===== config.mk =====
export PLATFORM = sky130hd
export DESIGN_NAME = crb_geom
export DESIGN_NICKNAME = d
export VERILOG_FILES = /design/src/hdl/crb_pkg.sv /design/src/hdl/crb_geom.sv
export SDC_FILE = /design/constraint.sdc
export NUM_CORES = 1
export LEC_CHECK = 0
export BUFFER_PORTS_ARGS = -buffer_cell sky130_fd_sc_hd__buf_4
export CORE_UTILIZATION = 64
export DETAILED_ROUTE_END_ITERATION = 10
export GPL_TIMING_DRIVEN = 0
export MAX_ROUTING_LAYER = met4
export PLACE_DENSITY = 0.95
export SYNTH_ARGS = -nofsm -noshare
export SYNTH_HDL_FRONTEND = slang
export SYNTH_SLANG_ARGS = --single-unit

===== constraint.sdc =====
create_clock -name aclk -period 5.9 [get_ports aclk]
set_clock_uncertainty 0.05 [all_clocks]
set_input_delay 0.885 -clock aclk [delete_from_list [all_inputs] [get_ports aclk]]
set_output_delay 0.885 -clock aclk [all_outputs]
set_load 0.01 [all_outputs]

===== src/hdl/crb_pkg.sv =====
// Shared types and constants for the crop and box-average downscaler.
`default_nettype none
package crb_pkg;

    localparam int NUM_CH    = 4;
    localparam int CH_W      = 8;
    localparam int SUM_W     = 22;
    localparam int POS_W     = 13;
    localparam int DIM_W     = 14;
    localparam int LVL_W     = 3;
    localparam int MASK_W    = 7;
    localparam int CFG_W     = 14;
    localparam int CFG_IDX_W = 3;

    localparam logic [DIM_W-1:0] MAX_FRAME_HEIGHT = 14'd8192;
    localparam logic [DIM_W-1:0] RST_FRAME_WIDTH  = 14'd1920;
    localparam logic [DIM_W-1:0] RST_FRAME_HEIGHT = 14'd1080;

    typedef enum logic [CFG_IDX_W-1:0] {
        CFG_FRAME_WIDTH   = 3'd0,
        CFG_FRAME_HEIGHT  = 3'd1,
        CFG_REGION_ENABLE = 3'd2,
        CFG_CROP_X        = 3'd3,
        CFG_CROP_Y        = 3'd4,
        CFG_CROP_W        = 3'd5,
        CFG_CROP_H        = 3'd6,
        CFG_SCALE_LEVEL   = 3'd7
    } cfg_reg_t;

    typedef logic [NUM_CH-1:0][SUM_W-1:0] sum_vec_t;
    typedef logic [NUM_CH-1:0][CH_W-1:0]  pix_t;

    typedef struct packed {
        logic              valid;
        logic [DIM_W-1:0]  fw;
        logic [DIM_W-1:0]  fh;
        logic [POS_W-1:0]  ox;
        logic [POS_W-1:0]  oy;
        logic [DIM_W-1:0]  dw;
        logic [DIM_W-1:0]  dh;
        logic [DIM_W-1:0]  dw_m1;
        logic [DIM_W-1:0]  dh_m1;
        logic [LVL_W-1:0]  lvl;
        logic [MASK_W-1:0] mask;
    } geom_t;

    localparam geom_t GEOM_RST = '{
        valid: 1'b1,
        fw:    RST_FRAME_WIDTH,
        fh:    RST_FRAME_HEIGHT,
        ox:    '0,
        oy:    '0,
        dw:    RST_FRAME_WIDTH,
        dh:    RST_FRAME_HEIGHT,
        dw_m1: RST_FRAME_WIDTH - 14'd1,
        dh_m1: RST_FRAME_HEIGHT - 14'd1,
        lvl:   '0,
        mask:  '0
    };

    typedef struct packed {
        logic             do_write;
        logic             do_out;
        logic             first_row;
        logic             last;
        logic [LVL_W-1:0] lvl;
        logic [POS_W-1:0] bx;
        sum_vec_t         sums;
    } item_t;

endpackage
`default_nettype wire


===== src/hdl/crb_geom.sv =====
// Configuration registers and registered crop/block geometry derived from them.
`default_nettype none
module crb_geom
    import crb_pkg::*;
#(
    parameter int MAX_FRAME_WIDTH = 8192,
    parameter int MAX_SCALE_LEVEL = 7
) (
    input  wire logic                 aclk,
    input  wire logic                 aresetn,
    input  wire logic                 cfg_we,
    input  wire logic [CFG_IDX_W-1:0] cfg_index,
    input  wire logic [CFG_W-1:0]     cfg_wdata,
    output geom_t                     geom
);

    localparam logic [DIM_W-1:0] MaxW   = DIM_W'(MAX_FRAME_WIDTH);
    localparam logic [LVL_W-1:0] MaxLvl = LVL_W'(MAX_SCALE_LEVEL);

    logic [DIM_W-1:0] frame_width_reg, frame_height_reg;
    logic             region_enable_reg;
    logic [DIM_W-1:0] crop_x_reg, crop_y_reg, crop_w_reg, crop_h_reg;
    logic [LVL_W-1:0] scale_level_reg;

    // first level: clamped frame sizes and origin, raw crop sizes
    logic [DIM_W-1:0] fw_a_reg, fh_a_reg, rw_a_reg, rh_a_reg;
    logic [POS_W-1:0] rx_a_reg, ry_a_reg;
    logic [LVL_W-1:0] lvl_a_reg;
    logic             en_a_reg;

    // second level: clipped region
    logic [DIM_W-1:0] fw_b_reg, fh_b_reg, ow_b_reg, oh_b_reg;
    logic [POS_W-1:0] ox_b_reg, oy_b_reg;
    logic [LVL_W-1:0] lvl_b_reg;
    logic             valid_b_reg;

    logic [DIM_W-1:0] ow_next, oh_next, dw_next, dh_next;
    logic [DIM_W:0]   xw_sum, yh_sum;
    logic             valid_next;
    geom_t            geom_reg;

    always_ff @(posedge aclk) begin
        if (!aresetn) begin
            frame_width_reg   <= RST_FRAME_WIDTH;
            frame_height_reg  <= RST_FRAME_HEIGHT;
            region_enable_reg <= 1'b0;
            crop_x_reg        <= '0;
            crop_y_reg        <= '0;
            crop_w_reg        <= '0;
            crop_h_reg        <= '0;
            scale_level_reg   <= '0;
        end else if (cfg_we) begin
            unique case (cfg_reg_t'(cfg_index))
                CFG_FRAME_WIDTH:   frame_width_reg   <= cfg_wdata;
                CFG_FRAME_HEIGHT:  frame_height_reg  <= cfg_wdata;
                CFG_REGION_ENABLE: region_enable_reg <= cfg_wdata[0];
                CFG_CROP_X:        crop_x_reg        <= cfg_wdata;
                CFG_CROP_Y:        crop_y_reg        <= cfg_wdata;
                CFG_CROP_W:        crop_w_reg        <= cfg_wdata;
                CFG_CROP_H:        crop_h_reg        <= cfg_wdata;
                CFG_SCALE_LEVEL:   scale_level_reg   <= cfg_wdata[LVL_W-1:0];
                default:           ;
            endcase
        end
    end

    always_ff @(posedge aclk) begin
        if (!aresetn) begin
            fw_a_reg  <= RST_FRAME_WIDTH;
            fh_a_reg  <= RST_FRAME_HEIGHT;
            rw_a_reg  <= '0;
            rh_a_reg  <= '0;
            rx_a_reg  <= '0;
            ry_a_reg  <= '0;
            lvl_a_reg <= '0;
            en_a_reg  <= 1'b0;
        end else begin
            fw_a_reg  <= (frame_width_reg == '0) ? DIM_W'(1) :
                         (frame_width_reg > MaxW) ? MaxW : frame_width_reg;
            fh_a_reg  <= (frame_height_reg == '0) ? DIM_W'(1) :
                         (frame_height_reg > MAX_FRAME_HEIGHT) ? MAX_FRAME_HEIGHT :
                         frame_height_reg;
            rw_a_reg  <= crop_w_reg;
            rh_a_reg  <= crop_h_reg;
            rx_a_reg  <= crop_x_reg[DIM_W-1] ? '0 : crop_x_reg[POS_W-1:0];
            ry_a_reg  <= crop_y_reg[DIM_W-1] ? '0 : crop_y_reg[POS_W-1:0];
            lvl_a_reg <= (scale_level_reg > MaxLvl) ? MaxLvl : scale_level_reg;
            en_a_reg  <= region_enable_reg;
        end
    end

    always_comb begin
        xw_sum     = {2'b00, rx_a_reg} + {1'b0, rw_a_reg};
        yh_sum     = {2'b00, ry_a_reg} + {1'b0, rh_a_reg};
        valid_next = !en_a_reg ||
                     (rw_a_reg != '0 && rh_a_reg != '0 &&
                      {1'b0, rx_a_reg} < fw_a_reg && {1'b0, ry_a_reg} < fh_a_reg);
        if (!en_a_reg) begin
            ow_next = fw_a_reg;
        end else if (xw_sum > {1'b0, fw_a_reg}) begin
            ow_next = fw_a_reg - {1'b0, rx_a_reg};
        end else begin
            ow_next = rw_a_reg;
        end
        if (!en_a_reg) begin
            oh_next = fh_a_reg;
        end else if (yh_sum > {1'b0, fh_a_reg}) begin
            oh_next = fh_a_reg - {1'b0, ry_a_reg};
        end else begin
            oh_next = rh_a_reg;
        end
    end

    always_ff @(posedge aclk) begin
        if (!aresetn) begin
            fw_b_reg    <= RST_FRAME_WIDTH;
            fh_b_reg    <= RST_FRAME_HEIGHT;
            ow_b_reg    <= RST_FRAME_WIDTH;
            oh_b_reg    <= RST_FRAME_HEIGHT;
            ox_b_reg    <= '0;
            oy_b_reg    <= '0;
            lvl_b_reg   <= '0;
            valid_b_reg <= 1'b1;
        end else begin
            fw_b_reg    <= fw_a_reg;
            fh_b_reg    <= fh_a_reg;
            ow_b_reg    <= ow_next;
            oh_b_reg    <= oh_next;
            ox_b_reg    <= en_a_reg ? rx_a_reg : '0;
            oy_b_reg    <= en_a_reg ? ry_a_reg : '0;
            lvl_b_reg   <= lvl_a_reg;
            valid_b_reg <= valid_next;
        end
    end

    assign dw_next = ow_b_reg >> lvl_b_reg;
    assign dh_next = oh_b_reg >> lvl_b_reg;

    always_ff @(posedge aclk) begin
        if (!aresetn) begin
            geom_reg <= GEOM_RST;
        end else begin
            geom_reg.valid <= valid_b_reg;
            geom_reg.fw    <= fw_b_reg;
            geom_reg.fh    <= fh_b_reg;
            geom_reg.ox    <= ox_b_reg;
            geom_reg.oy    <= oy_b_reg;
            geom_reg.dw    <= dw_next;
            geom_reg.dh    <= dh_next;
            geom_reg.dw_m1 <= dw_next - DIM_W'(1);
            geom_reg.dh_m1 <= dh_next - DIM_W'(1);
            geom_reg.lvl   <= lvl_b_reg;
            geom_reg.mask  <= MASK_W'((8'd1 << lvl_b_reg) - 8'd1);
        end
    end

    assign geom = geom_reg;

endmodule
`default_nettype wire


==> flow_summary.ini <==
[sta]
drv_slew = 0
grt_setup_unrepaired = no
fin_setup_tns_ns = 0
setup_viol_count_final = 0
fin_crit_sh = 0.844
tightest_slew_ns = 0.943
post-route-min-period_ns = 4.98
fmaxAchievable_mhz = 201
fin_ws_ns = 0.921
maxSlewHeadroom = 0.372
finalHoldViolCount = 0

[global_routing]
grt_usage = 0.399
grt_start_max_net_pins = 16
overflow = 0
grt_pass1_wl_um = 76100
antenna_found_initial = 1
grt_pass1_vias = 13425

[floorplanning]
die_x_um = 160
placementRows = 57
core_area_mm2 = 0.0245
die_h_um = 160
initial_core_util = 0.654
io_pins = 141
dieArea_mm2 = 0.0257

[clock_tree]
clkTransAtPathRegs_ns = 0.06
clockBufferDepth = 3
cts_tree = yes
cts_root_buf = clkbuf_16
cts_setup_buffers = 0
cts_resized = 0
cts_made_buffers = 39
htreeDepth = 2
clock_latency_ns = 0.54
holdBufCountCts = 0
clock_sinks = 381

[logic_synthesis]
synth-async-reset-ratio = 0
yosys_most_used_dff = dfxtp_1
synthTopCellsByArea = dfxtp_1, ha_1, nand2_1, and2_1, a21oi_1
syn_inst = 1745
synth_top_cell_by_area = dfxtp_1
synth.distinct_cells = 68
synth-seq-cells = 381
netlist.area_leader.share = 0.476
ys_seq_area_frac = 0.476
syn-num-nets = 1851
netlist_top_cells_count = dfxtp_1, nand2_1, nor2_1
syn_area_mm2 = 0.0160
yosysWarnings = 0
synth_edf_count = 0
postSynthAreaPerCell_um2 = 9.17
synth.most_common_cell = dfxtp_1

[routing]
viasPerCell = 6.05
drc = 0
dr.pass1.iters = 6
wl_um = 49800
drtIter0Drc = 1474
wl_per_cell_um = 21.9
vias = 13779
ant_nets = 0

[critical_path]
cp-start-kind = register
path_class = reg -> reg
required_ns = 6.24
endpoint_kind = register
crit_arrival_ns = 5.32
path_max_fanout = 9

[worst_hold_path]
min_path_type = reg -> reg

[placed_design]
dpl.hpwl_um = 36700
dpl-instance-area_mm2 = 0.0174
dp_slack_ns = 1.18
place_congestion = 1.02
io_buffers = 136

[power_and_ir_drop]
p_leak_nw = 7.76
p_per_area_mw_per_mm2 = 298
ir_worst_vdd_mv = 0.312

[layout]
finish.utilization = 0.769
largest_register_ffs = 121
synthToLayoutAreaGrowth_pct = 17.5
fin_nets = 2028
drive_gt1_frac = 0.130
final_area_mm2 = 0.0188
fill_cells = 1637

[flow_run]
cap_violations = 0

[run_status]
status = completed
-- power breakdown --
part | total (W) | internal [W] | switching [W]
Combinational | 0.000347 | 0.000119 | 0.000228
Sequential | 0.00264 | 0.00261 | 0.0000287
Clock | 0.00262 | 0.00157 | 0.00105
Total | 0.00561 | 0.00430 | 0.00131
-- cell usage in the layout (no fill, tap or decap), drive strengths merged, types with 5 or more instances in the layout --
master,count
dfxtp,381
nand2,244
buf,156
nor2,135
a21oi,122
clkbuf,121
and2,119
inv,86
ha,82
o21ai,47
nand3,41
xnor2,38
nor3,33
and3,29
nand2b,24
mux4,22
mux2i,22
a211oi,20
xor2,19
nand4,19
o21a,16
nor4,14
a21o,12
nor2b,12
a31oi,11
a311oi,11
or3,9
o211ai,9
o31a,7
a221oi,7
a31o,6
or2,5
o41ai,5
o31ai,5
-- logic make-up (layout without fill, tap and decap cells) --
family | Yosys count | in the layout | share of synthesized area
mux | 47 | 47 | 0.0486
flops | 381 | 381 | 0.476
buf+inv | 169 | 375 | 0.0416
xor+xnor | 57 | 57 | 0.0312
other cells | 0 | 1 | 0
compound gates | 305 | 305 | 0.122
fa+ha+maj | 86 | 86 | 0.0691
simple gates | 700 | 700 | 0.212
-- worst paths after layout --
| check | from | to | slack [ns] | cells past startpoint |
|---|---|---|---|---|
| setup / recovery | ry_a_reg[0] | oh_b_reg[2] | 0.92 | 17 |
| hold / removal | fh_b_reg[4] | geom[96] | 0.37 | 1 |
| setup reg to reg | ry_a_reg[0] | oh_b_reg[2] | 0.92 | 17 |
| hold reg to reg | fh_b_reg[4] | geom[96] | 0.37 | 1 |
-- critical path, cell delays in order, from the launching register on --
cell and delay [ns]:
dfxtp_1 0.46, ha_1 0.25, inv_1 0.07, fa_1 0.40
nor2b_1 0.18, o31a_1 0.22, nor4_1 0.09, o2111ai_1 0.34
nand2_1 0.12, xnor2_1 0.15, ha_1 0.29, a21o_1 0.18
a21oi_1 0.17, nor3b_1 0.20, a31oi_1 0.14, a21oi_1 0.67
nand2_1 0.34, a311oi_1 0.50
-- stage by stage --
step	power [W]	hold WS, ns	cells
finish	0.00561	0.369	2276
global route	0.00574	0.390	2276
CTS	0.00559	0.376	2275
detailed placement	0.00303	0.351	2205
global placement	0.00302	0.342	2205
floorplan	0.00290	0.336	1745
-- layer usage --
metal,global-route usage,part of all wire,vias up
li1,-,-,6341
met1,0.509,0.40,6471
met2,0.629,0.45,821
met3,0.0696,0.10,146
met4,0.160,0.040,0
met5,-,0,-
-- area by class of cell --
cell class	count	area, um2	share of cell area
plain buffers	86	354	0.0188
flip-flops and latches	381	7630	0.405
clock buffers	55	1170	0.0621
clock inverters	15	208	0.0110
repair buffers	136	1020	0.0543
diodes	1	2.50	0.000133
multi-input cells	1195	7720	0.410
inverters	83	312	0.0166
well taps	324	405	0.0215
No activity file was read; power rests on OpenSTA's default activity.
