$ cat src/hdl/crb_pkg.sv
// Shared types and constants for the crop and box-average downscaler.
`default_nettype none
package crb_pkg;

    localparam int NUM_CH    = 4;
    localparam int CH_W      = 8;
    localparam int SUM_W     = 22;
    localparam int POS_W     = 13;
    localparam int DIM_W     = 14;
    localparam int LVL_W     = 3;
    localparam int MASK_W    = 7;
    localparam int CFG_W     = 14;
    localparam int CFG_IDX_W = 3;

    localparam logic [DIM_W-1:0] MAX_FRAME_HEIGHT = 14'd8192;
    localparam logic [DIM_W-1:0] RST_FRAME_WIDTH  = 14'd1920;
    localparam logic [DIM_W-1:0] RST_FRAME_HEIGHT = 14'd1080;

    typedef enum logic [CFG_IDX_W-1:0] {
        CFG_FRAME_WIDTH   = 3'd0,
        CFG_FRAME_HEIGHT  = 3'd1,
        CFG_REGION_ENABLE = 3'd2,
        CFG_CROP_X        = 3'd3,
        CFG_CROP_Y        = 3'd4,
        CFG_CROP_W        = 3'd5,
        CFG_CROP_H        = 3'd6,
        CFG_SCALE_LEVEL   = 3'd7
    } cfg_reg_t;

    typedef logic [NUM_CH-1:0][SUM_W-1:0] sum_vec_t;
    typedef logic [NUM_CH-1:0][CH_W-1:0]  pix_t;

    typedef struct packed {
        logic              valid;
        logic [DIM_W-1:0]  fw;
        logic [DIM_W-1:0]  fh;
        logic [POS_W-1:0]  ox;
        logic [POS_W-1:0]  oy;
        logic [DIM_W-1:0]  dw;
        logic [DIM_W-1:0]  dh;
        logic [DIM_W-1:0]  dw_m1;
        logic [DIM_W-1:0]  dh_m1;
        logic [LVL_W-1:0]  lvl;
        logic [MASK_W-1:0] mask;
    } geom_t;

    localparam geom_t GEOM_RST = '{
        valid: 1'b1,
        fw:    RST_FRAME_WIDTH,
        fh:    RST_FRAME_HEIGHT,
        ox:    '0,
        oy:    '0,
        dw:    RST_FRAME_WIDTH,
        dh:    RST_FRAME_HEIGHT,
        dw_m1: RST_FRAME_WIDTH - 14'd1,
        dh_m1: RST_FRAME_HEIGHT - 14'd1,
        lvl:   '0,
        mask:  '0
    };

    typedef struct packed {
        logic             do_write;
        logic             do_out;
        logic             first_row;
        logic             last;
        logic [LVL_W-1:0] lvl;
        logic [POS_W-1:0] bx;
        sum_vec_t         sums;
    } item_t;

endpackage
`default_nettype wire

$ cat src/hdl/crb_accum.sv
// Raster position tracking, block decode and per-channel block-row sums.
`default_nettype none
module crb_accum
    import crb_pkg::*;
(
    input  wire logic  aclk,
    input  wire logic  aresetn,
    input  wire logic  accept,
    input  wire logic  frame_start,
    input  wire pix_t  px,
    input  wire geom_t geom,
    output item_t      item
);

    logic [POS_W-1:0]  col_reg, row_reg, col_next, row_next;
    sum_vec_t          brs_reg, brs_next;
    logic [POS_W-1:0]  x, y, relx, rely, bx, by;
    logic [MASK_W-1:0] col_phase, row_phase;
    logic              in_block, start_col, end_col, last_row, x_wrap, y_wrap;

    always_comb begin
        x         = frame_start ? '0 : col_reg;
        y         = frame_start ? '0 : row_reg;
        relx      = x - geom.ox;
        rely      = y - geom.oy;
        bx        = relx >> geom.lvl;
        by        = rely >> geom.lvl;
        in_block  = geom.valid && x >= geom.ox && y >= geom.oy &&
                    {1'b0, bx} < geom.dw && {1'b0, by} < geom.dh;
        col_phase = relx[MASK_W-1:0] & geom.mask;
        row_phase = rely[MASK_W-1:0] & geom.mask;
        start_col = col_phase == '0;
        end_col   = col_phase == geom.mask;
        last_row  = row_phase == geom.mask;
        for (int c = 0; c < NUM_CH; c++) begin
            brs_next[c] = start_col ? SUM_W'(px[c]) : brs_reg[c] + SUM_W'(px[c]);
        end
        x_wrap   = ({1'b0, x} + DIM_W'(1)) >= geom.fw;
        y_wrap   = ({1'b0, y} + DIM_W'(1)) >= geom.fh;
        col_next = x_wrap ? '0 : x + POS_W'(1);
        row_next = !x_wrap ? y : (y_wrap ? '0 : y + POS_W'(1));
    end

    always_comb begin
        item.do_write  = in_block && end_col;
        item.do_out    = in_block && end_col && last_row;
        item.first_row = row_phase == '0;
        item.last      = {1'b0, bx} == geom.dw_m1 && {1'b0, by} == geom.dh_m1;
        item.lvl       = geom.lvl;
        item.bx        = bx;
        item.sums      = brs_next;
    end

    always_ff @(posedge aclk) begin
        if (!aresetn) begin
            col_reg <= '0;
            row_reg <= '0;
            brs_reg <= '0;
        end else if (accept) begin
            col_reg <= col_next;
            row_reg <= row_next;
            if (in_block) begin
                brs_reg <= brs_next;
            end
        end
    end

endmodule
`default_nettype wire

$ cat config.mk
export PLATFORM = sky130hd
export DESIGN_NAME = crb_accum
export DESIGN_NICKNAME = d
export VERILOG_FILES = /design/src/hdl/crb_pkg.sv /design/src/hdl/crb_accum.sv
export SDC_FILE = /design/constraint.sdc
export NUM_CORES = 1
export LEC_CHECK = 0
export ABC_CLOCK_PERIOD_IN_PS = 8100
export BUFFER_PORTS_ARGS = -buffer_cell sky130_fd_sc_hd__buf_2
export CAP_MARGIN = 20
export CORE_ASPECT_RATIO = 0.6
export CORE_MARGIN = 3
export CORE_UTILIZATION = 30
export CTS_CLUSTER_SIZE = 12
export DETAILED_ROUTE_END_ITERATION = 16
export SETUP_SLACK_MARGIN = 0.15
export SYNTH_ARGS = -nofsm -noshare
export SYNTH_HDL_FRONTEND = slang
export SYNTH_SLANG_ARGS = --single-unit
$ cat constraint.sdc
create_clock -name aclk -period 8.1 [get_ports aclk]
set_input_delay 0.81 -clock aclk [delete_from_list [all_inputs] [get_ports aclk]]
set_output_delay 0.81 -clock aclk [all_outputs]
set_load 0.03 [all_outputs]
==> impl_metrics.ini, run 1 <==
[yosys]
async_reset_ff_share_pct = 0
syn_area_per_cell_um2 = 7.07
synth_edf_count = 0
syn_inst = 1899
synthAdderAreaFrac_pct = 11.3
synth_top_area_cell = dfxtp_1
synthXorXnorAreaFrac_pct = 7.73
synthMostInstantiatedCell = nand3_1
synth_top_family_by_area = simple AND/OR/NAND/NOR gates
synthSimpleGateAreaFrac_pct = 29.5
ys_seq_area_share_pct = 17.0
syn_area_um2 = 13400
synth_common_cells = 196 x nand3_1, 194 x nand2_1, 150 x nor2_1, 139 x inv_1, 114 x dfxtp_1
synth_top_area_share_pct = 17.0
syn_nets = 2174
ys_warn_count = 0
ys_types = 84
synth_seq_cells = 114
synthTopCellsByArea = dfxtp_1 17%, ha_1 10%, nand3_1 7.3%
synth.area.mux_share_pct = 3.06
synth_compound_area_share_pct = 24.2
synth_ff_type = dfxtp_1

[finish]
stdcell_count = 2698
synthToLayoutAreaGrowth_pct = 18.5
largest_reg_flops = 88
nets = 2371
n_fill_cell = 4688
drive_gt1_share_pct = 18.2

[worst_setup_path]
critPathBufInv = 2
slowest_delay_ns = 0.50
worstSetupPathType = input port to primary output
crit_fanout = 15
worstPathCellList = buf_2 -> nor2b_1 -> ha_1 -> a21oi_1 -> nand3_1 -> o211ai_1 -> mux2_2 -> a22oi_2 -> o22ai_1 -> a221o_1 -> ha_1 -> and4_1 -> a221o_1 -> a221o_1 -> a2111o_1 -> a311oi_1 -> o2111a_1 -> and3_1 -> buf_2
arrival_ns = 6.83
startpoint_type = input port
worst_ep_required_time_ns = 7.29
worst_path_max_delay_cell = a21oi_1
critPathTopFamily = compound AO/OA/AOI/OAI gates
path_common_cell = a221o_1
end_kind = primary output

[power]
power_leakage_nw = 7.37
seqPwrFrac_pct = 30.4
power_density_nw_per_um2 = 116
peakVddDrop_mv = 0.157
p_clk_share_pct = 40.8
intPower_mw = 1.20
combPwrFrac_pct = 28.7
power.switching_uw = 648
switching_share_pct = 35.1

[timing]
slew_headroom_pct = 32.5
fmaxAchievable_mhz = 131
slew_violations = 0
period_minus_slack_ns = 7.64
tns_ns = 0
finClkSkew_ns = 0.0142
worstMarginPinSlew_ns = 1.01
final-hold-violation-count = 0
setup_violations = 0
fin_crit_sh_pct = 94.3
rsz0062_at_grt = no

[detailed_routing]
routed_wl_mm = 53.1
top_layer = met5
dr.pass1.iters = 7
met1Wirelength_mm = 25.5
drc = 0
wl_per_cell_um = 19.7
viasPerCell = 5.64
met3_length_mm = 5.31
drt_iter0_markers = 1507
vias = 15200
final_antenna_net_count = 0
route.met2.wl_mm = 20.6

[grt]
grt_pass1_vias = 13900
grt-ovfl-total = 0
grt_max_degree = 102
grt_usage_pct = 21.2
antenna_found_initial = 11
grt_pass1_wl_mm = 79.7

[floorplanning]
core_um2 = 43800
io_pins = 265
die_y_um = 170
fp.dieW_um = 279
die-area_um2 = 47400
rows = 59
start_util_pct = 30.7

[clock_tree]
cts_resized = 0
numCtsBuffers = 17
ctsLongestPathBuffers = 2
clk_latency_ns = 0.42
cts_setup_buffers = 0
cts-hold-fix-buffers = 0
clock-root-buffer = clkbuf_16
cts_tree = yes
path_clk_slew_ns = 0.06
cts.sinks = 114
htreeDepth = 4

[worst_hold_path]
hp-class = register to register

[placed_design]
place_inst = 2654
place.port_buffers = 264
dp_hpwl_mm = 42.2
routabilityCongestion = 1.01

[outcome]
status = complete, no violations

[job]
cap_violations = 0
==> worst paths after layout <==
path | cells after the start | end | from | slack [ns]
worst max-delay path | 19 | item[106] | frame_start | 0.46
worst min-delay path | 2 | brs_reg[69]$_SDFFE_PN0P_ | brs_reg[69]$_SDFFE_PN0P_ | 0.46
worst max register to register | 20 | brs_reg[70]$_SDFFE_PN0P_ | col_reg[5]$_SDFFE_PN0P_ | 1.15
worst min register to register | 2 | brs_reg[69]$_SDFFE_PN0P_ | brs_reg[69]$_SDFFE_PN0P_ | 0.46
==> placed cells by master (no fill, tap or decap), types with 9 or more instances in the layout <==
cell	netlist	routed
a2111oi_0	10	9
a211oi_1	23	23
a21boi_0	9	9
a21o_1	33	33
a21oi_1	75	75
a22o_1	11	11
a31oi_1	12	12
a32o_1	19	19
and2_1	13	13
and3_1	36	36
and4_1	10	10
buf_2	4	263
buf_4	3	26
clkbuf_16	0	17
dfxtp_1	114	114
diode_2	0	10
ha_1	112	112
inv_1	139	139
mux2_2	20	20
mux2i_1	13	13
nand2_1	194	194
nand2b_1	20	20
nand3_1	196	196
nand4_1	28	28
nor2_1	150	150
nor2b_1	39	39
nor3_1	39	38
nor3b_1	9	9
nor4_1	19	17
o211ai_1	22	22
o21ai_0	96	96
o22ai_1	9	9
o31ai_1	14	14
or3_1	16	16
or4_1	9	9
xnor2_1	65	65
xor2_1	51	51
==> stage by stage <==
| stage | total power [mW] | area (um2) | hold slack, ns | util, % | worst slack [ns] |
|---|---|---|---|---|---|
| global route | 1.93 | 15900 | 0.474 | 36.4 | 0.264 |
| CTS | 1.85 | 15900 | 0.458 | 36.2 | 0.429 |
| detailed placement | 1.09 | 15300 | 0.450 | 34.9 | 0.332 |
| floorplan | 0.903 | 13400 | 0.434 | - | 0.251 |
| global placement | 1.09 | 15300 | 0.442 | 34.9 | 0.558 |
| finish | 1.85 | 15900 | 0.455 | 36.4 | 0.458 |
==> worst min-delay path: cells and delay by family, from the launching register on <==
kind	cells	cell delay, ns
and+or+nand+nor	2	0.10
DFF	1	0.31
==> layout make-up <==
class                   instances  area (um2)  share of cell area (%)
clock inverters                13         136                   0.856
diodes                         10        25.0                   0.157
flip-flops and latches        114        2280                    14.3
inverters                     139         522                    3.28
repair buffers                292        1550                    9.72
multi-input cells            1532       10200                    64.3
well taps                     579         724                    4.55
clock buffers                  19         443                    2.78
==> cells by family (layout without fill, tap and decap cells) <==
group | count (synthesis) | in the layout
fa+ha+maj | 118 | 118
other cells | 0 | 10
flops | 114 | 114
xor+xnor | 117 | 117
compound gates | 458 | 458
buf+inv | 253 | 463
simple gates | 803 | 803
mux | 36 | 36
==> power by group through the flow <==
stage,Clock (mW),Combinational (mW),Sequential (mW)
finish,0.754,0.531,0.562
floorplan,0,0.329,0.574
detailed placement,0,0.515,0.574
CTS,0.772,0.518,0.562
global placement,0,0.511,0.574
global route,0.797,0.570,0.562
==> routing by layer <==
layer,global-route usage (%),up-vias
li1,-,7327
met1,31.4,7129
met2,28.4,692
met3,6.32,77
met4,7.00,2
met5,2.47,-
Note: power is estimated with default switching activity, not from simulation.
==> run 2, diff against run 1 <==
CORE_UTILIZATION = 33   (was 30)
==> run 2 against run 1 <==
Fmax grew 0.34%. Largest power group unchanged. Register-to-register slack gained 0.17 ns. Die area shrank 8.8%. Clock power is essentially flat. Worst setup slack gained 0.026 ns. Final area shrank 0.43%. Sequential cell count is the same. Core utilization grew 3.7 points.
==> impl_metrics.ini, run 2 (synthesized netlist as in run 1, its figures left out) <==
[timing]
worst_slack_ns = 0.484
period_minus_slack_ns = 7.62
fin_crit_sh_pct = 94.0
slew_violations = 0
setup_violations = 0
worstMarginPinSlew_ns = 1.16
rsz0062_at_grt = no
tns_ns = 0
final-hold-violation-count = 0
fmaxAchievable_mhz = 131
finClkSkew_ns = 0.0134
slew_headroom_pct = 21.8

[floorplanning]
die-area_um2 = 43300
rows = 56
die_y_um = 162
start_util_pct = 33.9
io_pins = 265
core_um2 = 39600
fp.dieW_um = 266

[power]
seqPwrFrac_pct = 30.4
intPower_mw = 1.20
p_clk_share_pct = 40.9
combPwrFrac_pct = 28.7
power_density_nw_per_um2 = 116
power_leakage_nw = 7.40
peakVddDrop_mv = 0.103
switching_share_pct = 35.0
power.switching_uw = 647

[grt]
grt_pass1_vias = 13600
antenna_found_initial = 11
grt-ovfl-total = 0
grt_max_degree = 107
grt_pass1_wl_mm = 78.5
grt_usage_pct = 22.9

[placed_design]
dp_hpwl_mm = 41.5
routabilityCongestion = 1.02
place_inst = 2601
place_ws_ns = 0.332
place.port_buffers = 264

[clock_tree]
cts_tree = yes
ctsLongestPathBuffers = 2
cts.sinks = 114
path_clk_slew_ns = 0.05
clk_latency_ns = 0.42
numCtsBuffers = 17
htreeDepth = 4
clock-root-buffer = clkbuf_16
cts-hold-fix-buffers = 0

[finish]
finalCoreUtilization_pct = 40.1
nets = 2375
largest_reg_flops = 88
drive_gt1_share_pct = 18.3
layout_common_cells = 263 x buf_2, 196 x nand3_1, 194 x nand2_1
synthToLayoutAreaGrowth_pct = 18.0
final_common_cell = buf_2
stdcell_count = 2643

[detailed_routing]
vias = 15100
drc = 0
final_antenna_net_count = 0
drt_iter0_markers = 1636
wl_per_cell_um = 19.5
routed_wl_mm = 51.7
viasPerCell = 5.70
dr.pass1.iters = 6

[worst_setup_path]
critPathTopFamily = compound AO/OA/AOI/OAI gates
worstSetupPathType = input port to primary output
critPathBufInv = 3
path_common_cell = a221o_1
startpoint_type = input port
slowest_delay_ns = 0.56
worst_path_max_delay_cell = nor4_1
worstPathCellList = buf_2 -> nand2b_1 -> ha_1 -> inv_1 -> fa_1 -> nand3_1 -> a21oi_1 -> nor4_1 -> o31ai_1 -> a22oi_2 -> o22ai_1 -> a221o_1 -> ha_1 -> and4_1 -> a221o_1 -> a221o_1 -> a2111o_1 -> a311oi_1 -> o2111a_1 -> and3_1 -> buf_2
crit_fanout = 26
worst_ep_required_time_ns = 7.29
arrival_ns = 6.81
end_kind = primary output

[job]
cap_violations = 0

[outcome]
status = complete, no violations

[worst_hold_path]
hp-class = register to register
## run 2: path summary, 6_finish.rpt
path	cells after the start	startpoint	slack [ns]	endpoint
worst max-delay path	21	frame_start	0.48	item[106]
worst max register to register	20	col_reg[5]$_SDFFE_PN0P_	1.32	brs_reg[51]$_SDFFE_PN0P_
worst min register to register	2	brs_reg[29]$_SDFFE_PN0P_	0.45	brs_reg[29]$_SDFFE_PN0P_
worst min-delay path	2	brs_reg[29]$_SDFFE_PN0P_	0.45	brs_reg[29]$_SDFFE_PN0P_
## run 2: power groups by stage
stage	registers [mW]	clock network, mW	logic, mW
after global routing	0.561	0.795	0.568
after global placement	0.574	0	0.512
after detailed placement	0.574	0	0.514
final	0.562	0.756	0.529
after CTS	0.562	0.770	0.516
after floorplan	0.574	0	0.329
## run 2: final cells by class
type | instances | area [um2]
fillers | 4140 | 23700
multi-input cells | 1532 | 10200
flip-flops and latches | 114 | 2280
repair buffers | 296 | 1570
well taps | 522 | 653
inverters | 139 | 522
clock buffers | 19 | 443
clock inverters | 13 | 136
diodes | 8 | 20.0
## run 2: stage by stage
step                      hold slack (ns)  instance area (um2)  total power [mW]
final                               0.454                15900              1.85
after global routing                0.477                15900              1.92
after CTS                           0.457                15800              1.85
after detailed placement            0.449                15200              1.09
after global placement              0.441                15200              1.09
after floorplan                     0.434                13400             0.903
## run 2: routing by layer
| layer | GRT usage, % | part of all wire [%] | vias to the layer above | routed length [um] |
|---|---|---|---|---|
| met2 | 31.1 | 40 | 643 | 20500 |
| met4 | 6.00 | 1.9 | 4 | 983 |
| met5 | 0 | 0.050 | - | 26 |
| met1 | 34.8 | 48 | 7017 | 25000 |
| li1 | - | - | 7343 | - |
| met3 | 6.33 | 9.9 | 55 | 5130 |
## run 2: timing repair
| action | in CTS | in global routing |
|---|---|---|
| setup endpoints to repair | 0 | 2 |
| setup buffers | 0 | 0 |
| resized for setup | 0 | 2 |
## run 2: tightest hold or removal path, delay by kind of cell, from the launching register on
family | cells | cell delay [ns]
DFF | 1 | 0.31
and+or+nand+nor | 2 | 0.10
